===== src/design/kcq_pkg.sv =====
// kcq_pkg: widths, codes, state type and the scan token type
// shared by the keyed circular queue, its cells and its channel interfaces.
// No dependencies.
package kcq_pkg;

	// Payload widths
	localparam int unsigned CMD_W   = 3;
	localparam int unsigned KEY_W   = 56;
	localparam int unsigned PRICE_W = 32;
	localparam int unsigned STAT_W  = 3;
	localparam int unsigned SLOT_W  = 3;
	localparam int unsigned TOTAL_W = 35;
	localparam int unsigned OCC_W   = 4;

	// Depth range and the token widths that cover all of it
	localparam int unsigned DEPTH_DEF = 8;
	localparam int unsigned DEPTH_MAX = 32;
	localparam int unsigned TIDX_W    = $clog2(DEPTH_MAX);
	localparam int unsigned SUM_W     = PRICE_W + $clog2(DEPTH_MAX);

	typedef enum logic [CMD_W-1:0] {
		CMD_ENQ  = 3'd0,
		CMD_DEQ  = 3'd1,
		CMD_MAX  = 3'd2,
		CMD_TOT  = 3'd3,
		CMD_SRCH = 3'd4
	} cmd_t;

	typedef enum logic [STAT_W-1:0] {
		STS_OK    = 3'd0,
		STS_FULL  = 3'd1,
		STS_EMPTY = 3'd2,
		STS_DUP   = 3'd3,
		STS_NONE  = 3'd4
	} status_t;

	typedef enum logic [1:0] {
		ST_IDLE,
		ST_SCAN,
		ST_DONE
	} state_t;

	// Token that walks the cell row, one cell per cycle
	typedef struct packed {
		logic                 found;       // key match seen
		logic [TIDX_W-1:0]    found_idx;   // lowest matching slot
		logic                 best_vld;    // a best/picked entry seen
		logic [TIDX_W-1:0]    best_idx;
		logic [KEY_W-1:0]     best_key;
		logic [PRICE_W-1:0]   best_price;
		logic [SUM_W-1:0]     sum;         // running price sum
	} scan_t;

endpackage


===== src/design/kcq_cmd_if.sv =====
// kcq_cmd_if: command channel (valid/ready plus command payload).
// Depends on kcq_pkg.
interface kcq_cmd_if;
	logic                          valid;
	logic                          ready;
	logic [kcq_pkg::CMD_W-1:0]     command;
	logic [kcq_pkg::KEY_W-1:0]     key_in;
	logic [kcq_pkg::PRICE_W-1:0]   price_in;

	modport source (output valid, command, key_in, price_in, input ready);
	modport sink   (input valid, command, key_in, price_in, output ready);
endinterface


===== src/design/kcq_res_if.sv =====
// kcq_res_if: result channel (valid/ready plus result payload).
// Depends on kcq_pkg.
interface kcq_res_if;
	logic                          valid;
	logic                          ready;
	logic [kcq_pkg::STAT_W-1:0]    status;
	logic [kcq_pkg::SLOT_W-1:0]    slot;
	logic [kcq_pkg::KEY_W-1:0]     key_out;
	logic [kcq_pkg::PRICE_W-1:0]   price_out;
	logic [kcq_pkg::TOTAL_W-1:0]   total_out;
	logic [kcq_pkg::OCC_W-1:0]     occupancy;

	modport source (output valid, status, slot, key_out, price_out, total_out, occupancy,
		input ready);
	modport sink   (input valid, status, slot, key_out, price_out, total_out, occupancy,
		output ready);
endinterface


===== src/design/keyed_circular_queue.sv =====
// Keyed circular queue: DEPTH slots of (56-bit key, 32-bit price) in a row of cells.
// A command (enqueue, dequeue, max, total, search) is accepted in an idle cycle. A scan
// token then walks the cell row one cell per cycle collecting key match, max price, head
// entry and price sum, and the commit state applies the update and loads the result
// register. The input reopens once the commit is done, so no new command is taken
// while one is still being scanned or committed.
// The result register holds a finished beat while the next command is accepted and
// scanned; a command waits in its commit cycle only while a result is still pending.
// After reset the queue is empty and the next enqueue lands in slot 0.
// Depends on kcq_pkg, kcq_cmd_if, kcq_res_if and kcq_cell.
module keyed_circular_queue #(
	parameter int unsigned DEPTH = kcq_pkg::DEPTH_DEF
) (
	input  logic        clk,
	input  logic        arst_n,
	kcq_cmd_if.sink     req,
	kcq_res_if.source   rsp
);

	localparam int unsigned IDX_W = $clog2(DEPTH);
	localparam int unsigned CNT_W = $clog2(DEPTH + 1);
	localparam logic [kcq_pkg::TOTAL_W-1:0] TOTAL_MAX = '1;

	kcq_pkg::state_t                 st_q, st_d;
	logic [IDX_W-1:0]                cnt_q, cnt_d;
	logic [IDX_W-1:0]                head_q, head_d;
	logic [IDX_W-1:0]                tail_q, tail_d;
	logic [CNT_W-1:0]                count_q, count_d;

	logic [kcq_pkg::CMD_W-1:0]       cmd_q;
	logic [kcq_pkg::KEY_W-1:0]       qkey_q;
	logic [kcq_pkg::PRICE_W-1:0]     qprice_q;

	logic                            rsp_valid_q;
	logic [kcq_pkg::STAT_W-1:0]      status_q;
	logic [kcq_pkg::SLOT_W-1:0]      slot_q;
	logic [kcq_pkg::KEY_W-1:0]       key_out_q;
	logic [kcq_pkg::PRICE_W-1:0]     price_out_q;
	logic [kcq_pkg::TOTAL_W-1:0]     total_out_q;
	logic [kcq_pkg::OCC_W-1:0]       occ_q;

	logic                            in_fire;
	logic                            done_go;
	logic                            pick_mode;
	logic                            enq_ok;
	logic                            deq_ok;
	logic [IDX_W-1:0]                new_tail;
	logic [IDX_W-1:0]                head_inc;
	logic [IDX_W-1:0]                tail_inc;
	logic [DEPTH-1:0]                wr_vec;
	logic [DEPTH-1:0]                clr_vec;
	logic [DEPTH-1:0]                pick_vec;

	kcq_pkg::status_t                r_status;
	logic [kcq_pkg::SLOT_W-1:0]      r_slot;
	logic [kcq_pkg::KEY_W-1:0]       r_key;
	logic [kcq_pkg::PRICE_W-1:0]     r_price;
	logic [kcq_pkg::TOTAL_W-1:0]     r_total;

	kcq_pkg::scan_t                  tok [DEPTH+1];
	kcq_pkg::scan_t                  tok_last;

	assign req.ready = (st_q == kcq_pkg::ST_IDLE);
	assign in_fire   = req.valid && req.ready;
	assign done_go   = (st_q == kcq_pkg::ST_DONE) && (!rsp_valid_q || rsp.ready);
	assign pick_mode = (kcq_pkg::cmd_t'(cmd_q) == kcq_pkg::CMD_DEQ);
	assign tok_last  = tok[DEPTH];
	assign tok[0]    = '0;

	assign head_inc = (head_q == IDX_W'(DEPTH - 1)) ? '0 : head_q + 1'b1;
	assign tail_inc = (tail_q == IDX_W'(DEPTH - 1)) ? '0 : tail_q + 1'b1;
	assign new_tail = (count_q == '0) ? '0 : tail_inc;

	// Cell row
	for (genvar i = 0; i < DEPTH; i++) begin : g_cell
		assign wr_vec[i]   = enq_ok && (new_tail == IDX_W'(i));
		assign clr_vec[i]  = deq_ok && (head_q == IDX_W'(i));
		assign pick_vec[i] = pick_mode && (head_q == IDX_W'(i));

		kcq_cell #(
			.IDX (i)
		) u_cell (
			.clk       (clk),
			.arst_n    (arst_n),
			.wr_en     (wr_vec[i]),
			.clr_en    (clr_vec[i]),
			.wr_key    (qkey_q),
			.wr_price  (qprice_q),
			.query_key (qkey_q),
			.pick_mode (pick_mode),
			.pick_hit  (pick_vec[i]),
			.tok_in    (tok[i]),
			.tok_out   (tok[i+1])
		);
	end

	// Sequencer and command decode
	always_comb begin
		st_d     = st_q;
		cnt_d    = cnt_q;
		head_d   = head_q;
		tail_d   = tail_q;
		count_d  = count_q;
		enq_ok   = 1'b0;
		deq_ok   = 1'b0;
		r_status = kcq_pkg::STS_OK;
		r_slot   = '0;
		r_key    = '0;
		r_price  = '0;
		r_total  = '0;

		case (kcq_pkg::cmd_t'(cmd_q))
			kcq_pkg::CMD_ENQ: begin
				if (count_q == CNT_W'(DEPTH)) begin
					r_status = kcq_pkg::STS_FULL;
				end else if (tok_last.found) begin
					r_status = kcq_pkg::STS_DUP;
				end else begin
					enq_ok = done_go;
					r_slot = kcq_pkg::SLOT_W'(new_tail);
				end
			end
			kcq_pkg::CMD_DEQ: begin
				if (count_q == '0) begin
					r_status = kcq_pkg::STS_EMPTY;
				end else begin
					deq_ok  = done_go;
					r_slot  = kcq_pkg::SLOT_W'(head_q);
					r_key   = tok_last.best_key;
					r_price = tok_last.best_price;
				end
			end
			kcq_pkg::CMD_MAX: begin
				if (!tok_last.best_vld) begin
					r_status = kcq_pkg::STS_EMPTY;
				end else begin
					r_slot  = kcq_pkg::SLOT_W'(tok_last.best_idx);
					r_key   = tok_last.best_key;
					r_price = tok_last.best_price;
				end
			end
			kcq_pkg::CMD_TOT: begin
				if (count_q == '0) begin
					r_status = kcq_pkg::STS_EMPTY;
				end else if (tok_last.sum > kcq_pkg::SUM_W'(TOTAL_MAX)) begin
					r_total = TOTAL_MAX;
				end else begin
					r_total = tok_last.sum[kcq_pkg::TOTAL_W-1:0];
				end
			end
			kcq_pkg::CMD_SRCH: begin
				if (tok_last.found) begin
					r_slot = kcq_pkg::SLOT_W'(tok_last.found_idx);
				end else begin
					r_status = kcq_pkg::STS_NONE;
				end
			end
			default: begin
				r_status = kcq_pkg::STS_OK;
			end
		endcase

		// Pointer and count updates on commit
		if (enq_ok) begin
			tail_d  = new_tail;
			count_d = count_q + 1'b1;
			if (count_q == '0) begin
				head_d = '0;
			end
		end
		if (deq_ok) begin
			count_d = count_q - 1'b1;
			if (count_q == CNT_W'(1)) begin
				head_d = '0;
				tail_d = '0;
			end else begin
				head_d = head_inc;
			end
		end

		case (st_q)
			kcq_pkg::ST_IDLE: begin
				if (in_fire) begin
					st_d  = kcq_pkg::ST_SCAN;
					cnt_d = '0;
				end
			end
			kcq_pkg::ST_SCAN: begin
				if (cnt_q == IDX_W'(DEPTH - 1)) begin
					st_d = kcq_pkg::ST_DONE;
				end else begin
					cnt_d = cnt_q + 1'b1;
				end
			end
			kcq_pkg::ST_DONE: begin
				if (done_go) begin
					st_d = kcq_pkg::ST_IDLE;
				end
			end
			default: begin
				st_d = kcq_pkg::ST_IDLE;
			end
		endcase
	end

	// Control state
	always_ff @(posedge clk or negedge arst_n) begin
		if (!arst_n) begin
			st_q    <= kcq_pkg::ST_IDLE;
			cnt_q   <= '0;
			head_q  <= '0;
			tail_q  <= '0;
			count_q <= '0;
		end else begin
			st_q    <= st_d;
			cnt_q   <= cnt_d;
			head_q  <= head_d;
			tail_q  <= tail_d;
			count_q <= count_d;
		end
	end

	// Captured command beat
	always_ff @(posedge clk) begin
		if (in_fire) begin
			cmd_q    <= req.command;
			qkey_q   <= req.key_in;
			qprice_q <= req.price_in;
		end
	end

	// Result register
	always_ff @(posedge clk or negedge arst_n) begin
		if (!arst_n) begin
			rsp_valid_q <= 1'b0;
		end else if (done_go) begin
			rsp_valid_q <= 1'b1;
		end else if (rsp.ready) begin
			rsp_valid_q <= 1'b0;
		end
	end

	always_ff @(posedge clk) begin
		if (done_go) begin
			status_q    <= r_status;
			slot_q      <= r_slot;
			key_out_q   <= r_key;
			price_out_q <= r_price;
			total_out_q <= r_total;
			occ_q       <= kcq_pkg::OCC_W'(count_d);
		end
	end

	assign rsp.valid     = rsp_valid_q;
	assign rsp.status    = status_q;
	assign rsp.slot      = slot_q;
	assign rsp.key_out   = key_out_q;
	assign rsp.price_out = price_out_q;
	assign rsp.total_out = total_out_q;
	assign rsp.occupancy = occ_q;

endmodule


===== src/design/kcq_cell.sv =====
// kcq_cell: one queue slot (key, price, valid) plus one stage of the scan
// token chain. Depends on kcq_pkg.
module kcq_cell #(
	parameter int unsigned IDX = 0
) (
	input  logic                          clk,
	input  logic                          arst_n,
	input  logic                          wr_en,
	input  logic                          clr_en,
	input  logic [kcq_pkg::KEY_W-1:0]     wr_key,
	input  logic [kcq_pkg::PRICE_W-1:0]   wr_price,
	input  logic [kcq_pkg::KEY_W-1:0]     query_key,
	input  logic                          pick_mode,
	input  logic                          pick_hit,
	input  kcq_pkg::scan_t                tok_in,
	output kcq_pkg::scan_t                tok_out
);

	logic                          valid_q;
	logic [kcq_pkg::KEY_W-1:0]     key_q;
	logic [kcq_pkg::PRICE_W-1:0]   price_q;
	kcq_pkg::scan_t                tok_d;
	kcq_pkg::scan_t                tok_q;
	logic                          take_best;

	// Occupancy bit
	always_ff @(posedge clk or negedge arst_n) begin
		if (!arst_n) begin
			valid_q <= 1'b0;
		end else if (wr_en) begin
			valid_q <= 1'b1;
		end else if (clr_en) begin
			valid_q <= 1'b0;
		end
	end

	// Entry payload
	always_ff @(posedge clk) begin
		if (wr_en) begin
			key_q   <= wr_key;
			price_q <= wr_price;
		end
	end

	// Fold this slot into the passing token
	always_comb begin
		tok_d = tok_in;
		if (pick_mode) begin
			take_best = pick_hit;
		end else begin
			take_best = valid_q && (!tok_in.best_vld || (price_q > tok_in.best_price));
		end
		if (valid_q) begin
			tok_d.sum = tok_in.sum + kcq_pkg::SUM_W'(price_q);
		end
		if (valid_q && !tok_in.found && (key_q == query_key)) begin
			tok_d.found     = 1'b1;
			tok_d.found_idx = kcq_pkg::TIDX_W'(IDX);
		end
		if (take_best) begin
			tok_d.best_vld   = 1'b1;
			tok_d.best_idx   = kcq_pkg::TIDX_W'(IDX);
			tok_d.best_key   = key_q;
			tok_d.best_price = price_q;
		end
	end

	// Token stage register
	always_ff @(posedge clk or negedge arst_n) begin
		if (!arst_n) begin
			tok_q <= '0;
		end else begin
			tok_q <= tok_d;
		end
	end

	assign tok_out = tok_q;

endmodule

===== src/flat_wrapper.sv =====
// flat-port wrapper written by rule: the top's interface ports become plain ports
module keyed_circular_queue_flat 
#(
	parameter int unsigned DEPTH = kcq_pkg::DEPTH_DEF
)
  (clk, arst_n, req_valid, req_command, req_key_in, req_price_in, req_ready, rsp_valid, rsp_status, rsp_slot, rsp_key_out, rsp_price_out, rsp_total_out, rsp_occupancy, rsp_ready);
  kcq_cmd_if req_i ();
  kcq_res_if rsp_i ();
  input  logic clk;
  input  logic arst_n;
  input wire logic [$bits(req_i.valid)-1:0] req_valid;
  input wire logic [$bits(req_i.command)-1:0] req_command;
  input wire logic [$bits(req_i.key_in)-1:0] req_key_in;
  input wire logic [$bits(req_i.price_in)-1:0] req_price_in;
  output wire logic [$bits(req_i.ready)-1:0] req_ready;
  output wire logic [$bits(rsp_i.valid)-1:0] rsp_valid;
  output wire logic [$bits(rsp_i.status)-1:0] rsp_status;
  output wire logic [$bits(rsp_i.slot)-1:0] rsp_slot;
  output wire logic [$bits(rsp_i.key_out)-1:0] rsp_key_out;
  output wire logic [$bits(rsp_i.price_out)-1:0] rsp_price_out;
  output wire logic [$bits(rsp_i.total_out)-1:0] rsp_total_out;
  output wire logic [$bits(rsp_i.occupancy)-1:0] rsp_occupancy;
  input wire logic [$bits(rsp_i.ready)-1:0] rsp_ready;
  assign req_i.valid = req_valid;
  assign req_i.command = req_command;
  assign req_i.key_in = req_key_in;
  assign req_i.price_in = req_price_in;
  assign req_ready = req_i.ready;
  assign rsp_valid = rsp_i.valid;
  assign rsp_status = rsp_i.status;
  assign rsp_slot = rsp_i.slot;
  assign rsp_key_out = rsp_i.key_out;
  assign rsp_price_out = rsp_i.price_out;
  assign rsp_total_out = rsp_i.total_out;
  assign rsp_occupancy = rsp_i.occupancy;
  assign rsp_i.ready = rsp_ready;
  keyed_circular_queue #(.DEPTH(DEPTH)) u_core (.clk(clk), .arst_n(arst_n), .req(req_i), .rsp(rsp_i));
endmodule

===== config.mk =====
export PLATFORM = sky130hd
export DESIGN_NAME = keyed_circular_queue_flat
export DESIGN_NICKNAME = d
export VERILOG_FILES = /design/src/design/kcq_pkg.sv /design/src/design/kcq_cmd_if.sv /design/src/design/kcq_res_if.sv /design/src/design/keyed_circular_queue.sv /design/src/design/kcq_cell.sv /design/src/flat_wrapper.sv
export SDC_FILE = /design/constraint.sdc
export NUM_CORES = 2
export LEC_CHECK = 0
export BUFFER_PORTS_ARGS = -buffer_cell sky130_fd_sc_hd__buf_4
export CORE_ASPECT_RATIO = 0.6
export CORE_UTILIZATION = 63
export DETAILED_ROUTE_END_ITERATION = 8
export GPL_ROUTABILITY_DRIVEN = 0
export PLACE_DENSITY = 0.92
export SETUP_SLACK_MARGIN = 0.5
export SLEW_MARGIN = 20
export SYNTH_ARGS = -nofsm -noshare
export SYNTH_HDL_FRONTEND = slang
export SYNTH_SLANG_ARGS = --single-unit

===== constraint.sdc =====
create_clock -name clk -period 21.2 [get_ports clk]
set_clock_uncertainty 0.15 [all_clocks]
set_input_delay 4.24 -clock clk [delete_from_list [all_inputs] [get_ports clk]]
set_output_delay 4.24 -clock clk [all_outputs]
set_load 0.05 [all_outputs]

# Word-level counts from Yosys, hierarchy flattened
# Cells that the tools add are included.
[totals] latchBits=0 mem_bits_rw=0 reg_bits=2044 romBits=0 mem_count=0 wordCells=335 in_bits=95 output_inout_bits=135
[classes] n_eq_ne=36 n_shift=0 bitwise_logic=1 n_lt_le_gt_ge=8 n_reduce_logical=91 addsub=12 div=0 multipliers=0 muxes=92
[op_table] operator="94-bit two-way mux" count=8
[op_table] operator="56-bit == test" count=8
[op_table] operator="37-bit by 32-bit adder with 37-bit output" count=7
[op_table] operator="37-bit two-way mux" count=7
[op_table] operator="32-bit > comparator" count=7
[op_table] operator="56-bit two-way mux" count=2
[op_table] operator="56-bit case mux with 2 select lines" count=1
[op_table] operator="32-bit two-way mux" count=3
[op_table] operator="32-bit case mux with 2 select lines" count=1
[op_table] operator="3-bit two-way mux" count=18
[op_table] operator="1-bit logical AND" count=48
[op_table] operator="6-bit two-way mux" count=8
[op_table] operator="37-bit by 35-bit > comparator with 1-bit output (second input constant)" count=1
[op_table] operator="35-bit two-way mux" count=1
[op_table] operator="3-bit == test (second input constant)" count=11
[op_table] operator="1-bit two-way mux" count=31
[op_table] operator="3-bit case mux with 4 select lines" count=2
[op_table] operator="2-bit nonzero test" count=11
[op_table] operator="3-bit by 2-bit == test with 1-bit output (second input constant)" count=6
[op_table] operator="1-bit logical NOT" count=15
[op_table] operator="2-bit two-way mux" count=6
[op_table] operator="3-bit by 1-bit adder with 3-bit output (second input constant)" count=3
[op_table] operator="3-bit by 1-bit == test with 1-bit output (second input constant)" count=3
[op_table] operator="3-bit logical NOT" count=3
[op_table] operator="other kinds (17)" count=29

# Longest topological paths before layout
[logic_depth] ltp_word=9 depth_mapped=14 depth_no_buf=12

# By module
# Synthesis repeated with hierarchy kept, for this count alone.
[hier_totals] cells_unflattened=7159 hier_area_um2=96735.3
[by_module_without_submodules] mod="kcq_cell (u_core.g_cell[1].u_cell ...)" seq_area_each_um2=6095.8 instances=3 cells_per_inst=834 area_per_inst_um2=10946.7
[by_module_without_submodules] mod="kcq_cell (u_core.g_cell[6].u_cell)" seq_area_each_um2=6095.8 instances=1 cells_per_inst=827 area_per_inst_um2=11115.7
[by_module_without_submodules] mod="kcq_cell (u_core.g_cell[7].u_cell)" seq_area_each_um2=6095.8 instances=1 cells_per_inst=827 area_per_inst_um2=11111.9
[by_module_without_submodules] mod="kcq_cell (u_core.g_cell[3].u_cell)" seq_area_each_um2=6095.8 instances=1 cells_per_inst=834 area_per_inst_um2=10950.5
[by_module_without_submodules] mod="kcq_cell (u_core.g_cell[0].u_cell)" seq_area_each_um2=6095.8 instances=1 cells_per_inst=834 area_per_inst_um2=10930.5
[by_module_without_submodules] mod="kcq_cell (u_core.g_cell[5].u_cell)" seq_area_each_um2=6095.8 instances=1 cells_per_inst=816 area_per_inst_um2=10774.1
[by_module_without_submodules] mod="keyed_circular_queue" seq_area_each_um2=7126.8 instances=1 cells_per_inst=519 area_per_inst_um2=9012.4

# Worst setup path before layout
# OpenSTA, ideal clock, no wires.
[synth_timing] kind="input -> register" startpoint="input rsp_ready" endpoint="register u_core.g_cell[4].u_cell.key_q[0] in the netlist's numbering, enable pin" slack_ps=194 path_buffers=0 stages=4 arrival_ps=20102 required_time_ps=20296 setup_ps=754 path_cell_list="nand2b_1 -> nor2b_1 -> nand2_1 -> nor4_1"
[synth_via] elab_chain_len=6
[synth_lines] element="from (decl)" line_no="flat_wrapper.sv:23" source="input wire logic [$bits(rsp_i.ready)-1:0] rsp_ready;"
[synth_lines] element="1-bit logical OR" line_no="keyed_circular_queue.sv:65" source="assign done_go = (st_q == kcq_pkg::ST_DONE) && (!rsp_valid_q || rsp.ready);"
[synth_lines] element="1-bit logical AND" line_no="keyed_circular_queue.sv:65"
[synth_lines] element="net u_core.done_go" line_no="keyed_circular_queue.sv:43" source="logic done_go;"
[synth_lines] element="1-bit two-way mux" line_no="keyed_circular_queue.sv:116" source="end else if (tok_last.found) begin"
[synth_lines] element="1-bit two-way mux" line_no="keyed_circular_queue.sv:114" source="if (count_q == CNT_W'(DEPTH)) begin"
[synth_lines] element="1-bit two-way mux" line_no="keyed_circular_queue.sv:112" source="case (kcq_pkg::cmd_t'(cmd_q))"
[synth_lines] element="1-bit logical AND" line_no="keyed_circular_queue.sv:76" source="assign wr_vec[i] = enq_ok && (new_tail == IDX_W'(i));"
[synth_lines] element="net u_core.g_cell[4].u_cell.wr_en" line_no="kcq_cell.sv:8" source="input logic wr_en,"
[synth_lines] element="to (signal assigned)" line_no="kcq_cell.sv:40" source="key_q <= wr_key;"
[synth_lines] element="to (decl)" line_no="kcq_cell.sv:20" source="logic [kcq_pkg::KEY_W-1:0] key_q;"
# The timed path passes the listed nets, and every way through them passes these cells.
# A chain may end at the register's enable or synchronous reset.

==> impl_metrics.csv <==
group,metric,value,unit
outcome,run_status,"complete, but fails checks",
outcome,violations,"DRC",
global_routing,grt_pass1_vias,58593,
die,die_w,487.5,um
cts,clkTransAtPathRegs,0.07,ns
cts,numCtsBuffers,171,
global_routing,grt_max_degree,122,
timing,clock.fmax,132.7,MHz
critical_path,r2r_end,"u_core.g_cell[5].u_cell.tok_out[75]",
run,maxCapViolations,0,
routing,antenna_left,0,
critical_path,critPathLaunch,"arst_n",
die,start_util,63.74,%
synth,ys_warn_count,0,
synth,syn-cell-area,89100,um2
global_routing,overflow,0,
critical_path,crit_required,21.86,ns
timing,hold_viol,0,
die,io_pins,230,
critical_path,cp_cell_sequence,"buf_8, buf_4, buf_4, buf_6, buf_4",
cts,cts_tree,"built",
cts,worstSkewPairLatency,0.85,ns
critical_path,worstPathArrival,8.20,ns
critical_path,critical-path-top-delay-family,"buffers and inverters",
critical_path,critical_path_depth,5,
cts,holdBufCountCts,0,
placement,dpl.hpwl,176700,um
cts,clockRootBuffer,"clkbuf_16",
timing,worst_slew_pin_slew,1.231,ns
layout,layout_commonest_cell,"dfrtp_1",
die,core,139800,um2
synth,syn_inst,6441,
critical_path,r2r_start,"u_core.g_cell[5].u_cell.price_q[1]",
cts,htreeDepth,4,
critical_path,start_kind,"input port",
cts,cts_setup_buffers,0,
critical_path,regToRegSetupSlack,16.55,ns
placement,io_buffers,229,
layout,final_cell_mix,"dfrtp_1, edfxtp_1, mux2_2, ha_1, inv_1",
critical_path,cpMostUsedCell,"buf_4",
critical_path,slowest_stage,"buf_4",
global_routing,grt_pass1_wl,375600,um
layout,drive_gt1_share,21.43,%
routing,vias,59418,
timing,fin_crit,7.538,ns
routing,avgViaCountPerCell,6.746,
routing,first_pass_iters,9,
synth,netlist-cell-type-count,101,
critical_path,cpPeakStageDelay,0.86,ns
timing,report.final.slew_viol_count,0,
timing,fin_tns_setup,0,ns
pwr,vdd_drop_max,94.84,uV
critical_path,critPathKind,"in2async",
routing,routed_wl,257600,um
synth,yosysSeqAreaShare,61.02,%
synth,avgSynthCellArea,13.83,um2
timing,relSlewSlack,17.15,%
die,row_count,106,
die,dieArea,143000,um2
layout,syn2layout_area_growth,11.43,%
routing,post_drt_wl_per_cell,29.24,um
synth,synth-seq-cells,1987,
critical_path,crit_end,"u_core.g_cell[1].u_cell.tok_out[55]",
pwr,powerDensity,93.92,nW/um2
synth,synth-edff-count,928,
synth,syn_nets,7004,
global_routing,antenna_found_initial,29,
pwr,p_leak,43.08,nW
cts,cts_buffer_depth,3,
critical_path,critPathBufInv,5,
routing,drc,223,
timing,rsz0062_at_grt,"no",
die,die_h,293.3,um
cts,post_cts_resized,0,
critical_path,end_kind,"asynchronous set/reset pin",
global_routing,grt.total_usage,35.86,%
critical_path,worst-path-max-fanout,121,
routing,drtIter0Drc,10059,
synth,synth_flop_cell,"dfrtp_1",
timing,setup_viol,0,
critical_path,worstRegToRegCells,12,
timing,fin_crit_sh,35.56,%
cts,clkSinkCount,1987,
worst_hold_path,min_path_type,"reg2reg",
synth,synthArstFlopShare,53.30,%
layout,final_nets,7311,
layout,utilization,71.02,%
synth_stat cells (23+ instances only):
| master | number | share of area [%] |
|---|---|---|
| a22o_1 | 23 | 0.23 |
| edfxtp_1 | 928 | 31 |
| nand2_1 | 134 | 0.56 |
| a21oi_1 | 287 | 1.6 |
| dfrtp_1 | 1059 | 30 |
| nor4_1 | 72 | 0.51 |
| nand4_1 | 125 | 0.88 |
| and3_1 | 44 | 0.31 |
| o21ai_0 | 118 | 0.66 |
| nand2b_1 | 55 | 0.39 |
| clkbuf_1 | 151 | 0.64 |
| o21bai_1 | 39 | 0.33 |
| nor3_1 | 35 | 0.20 |
| xnor2_1 | 300 | 2.9 |
| nor2_1 | 146 | 0.62 |
| o21a_1 | 74 | 0.62 |
| and2_1 | 52 | 0.37 |
| nand3_1 | 68 | 0.38 |
| xor2_1 | 248 | 2.4 |
| inv_1 | 367 | 1.5 |
| mux2_2 | 788 | 10 |
| a21o_1 | 205 | 1.7 |
| o22ai_1 | 45 | 0.32 |
| buf_2 | 36 | 0.20 |
| nor2b_1 | 213 | 1.5 |
| a221oi_1 | 32 | 0.31 |
| ha_1 | 461 | 6.5 |
state kept, by name, summed over array words and instances, names as in the netlist, 8 cells and up:
name / count
u_core.rsp.key_out: 56
u_core.qkey_q: 56
u_core.g_cell.u_cell.price_q: 256
u_core.g_cell.u_cell.key_q: 448
u_core.g_cell.u_cell.valid_q: 8
u_core.rsp.total_out: 35
u_core.qprice_q: 32
u_core.g_cell.u_cell.tok_out: 1035
u_core.rsp.price_out: 32
how the worst min path moves through the flow:
| stage | startpoint | to | slack, ns | cells after the start |
|---|---|---|---|---|
| 2_1_floorplan | u_core.g_cell[2].u_cell.tok_out[131] | u_core.g_cell[3].u_cell.tok_out[131] | 0.26 | 1 |
| 3_3_place_gp | u_core.g_cell[6].u_cell.tok_out[126] | u_core.g_cell[7].u_cell.tok_out[126] | 0.26 | 1 |
| 3_5_place_dp | u_core.g_cell[6].u_cell.tok_out[127] | u_core.g_cell[7].u_cell.tok_out[127] | 0.26 | 1 |
| 4_1_cts | u_core.g_cell[5].u_cell.tok_out[133] | u_core.g_cell[6].u_cell.tok_out[133] | 0.28 | 1 |
| 5_1_grt | u_core.g_cell[5].u_cell.tok_out[133] | u_core.g_cell[6].u_cell.tok_out[133] | 0.31 | 1 |
| 6_report | u_core.g_cell[5].u_cell.tok_out[133] | u_core.g_cell[6].u_cell.tok_out[133] | 0.28 | 1 |
logic make-up after synthesis:
group	after synthesis	synth area share [%]
AO/OA/AOI/OAI	1048	8.049
XOR/XNOR	548	5.387
adder cells (fa/ha/maj)	468	6.631
buffers and inverters	570	2.469
flip-flops	1987	61.02
multiplexers	795	10.05
AND/OR/NAND/NOR	1025	6.398
metrics by stage:
stage | hold slack (ns) | power [mW] | setup WS, ns | instance area [um2] | cells
final | 0.2799 | 9.324 | 13.66 | 99280 | 8808
after CTS | 0.2787 | 9.241 | 13.19 | 99190 | 8786
after detailed placement | 0.2646 | 5.943 | 12.35 | 93330 | 8464
after global routing | 0.3093 | 9.546 | 12.96 | 99240 | 8791
after floorplan | 0.2584 | 5.378 | 2.654 | 89100 | 6441
after global placement | 0.2642 | 5.857 | 12.55 | 93300 | 8463
per-layer routing:
layer  part of all wire, %  GRT usage [%]
met1                    38          51.01
met2                    40          48.45
met4                   4.4          12.90
met3                    17          15.80
met5                  0.26          1.550
where the power goes:
group	switching, mW	internal (mW)	leakage (nW)
Clock	1.50	1.81	2.90
Combinational	0.865	0.530	17.4
Sequential	0.261	4.36	22.7
Total	2.62	6.70	43.1
final cells by class:
cell class,count,area [um2]
Sequential cell,1987,54370
Fill cell,8042,40510
Multi-Input combinational cell,3884,32670
Clock buffer,235,4897
Timing Repair Buffer,336,2585
Tap cell,1890,2365
Inverter,368,1381
Clock inverter,87,959.7
Antenna cell,21,52.55
Note: power is estimated with default switching activity, not from simulation.
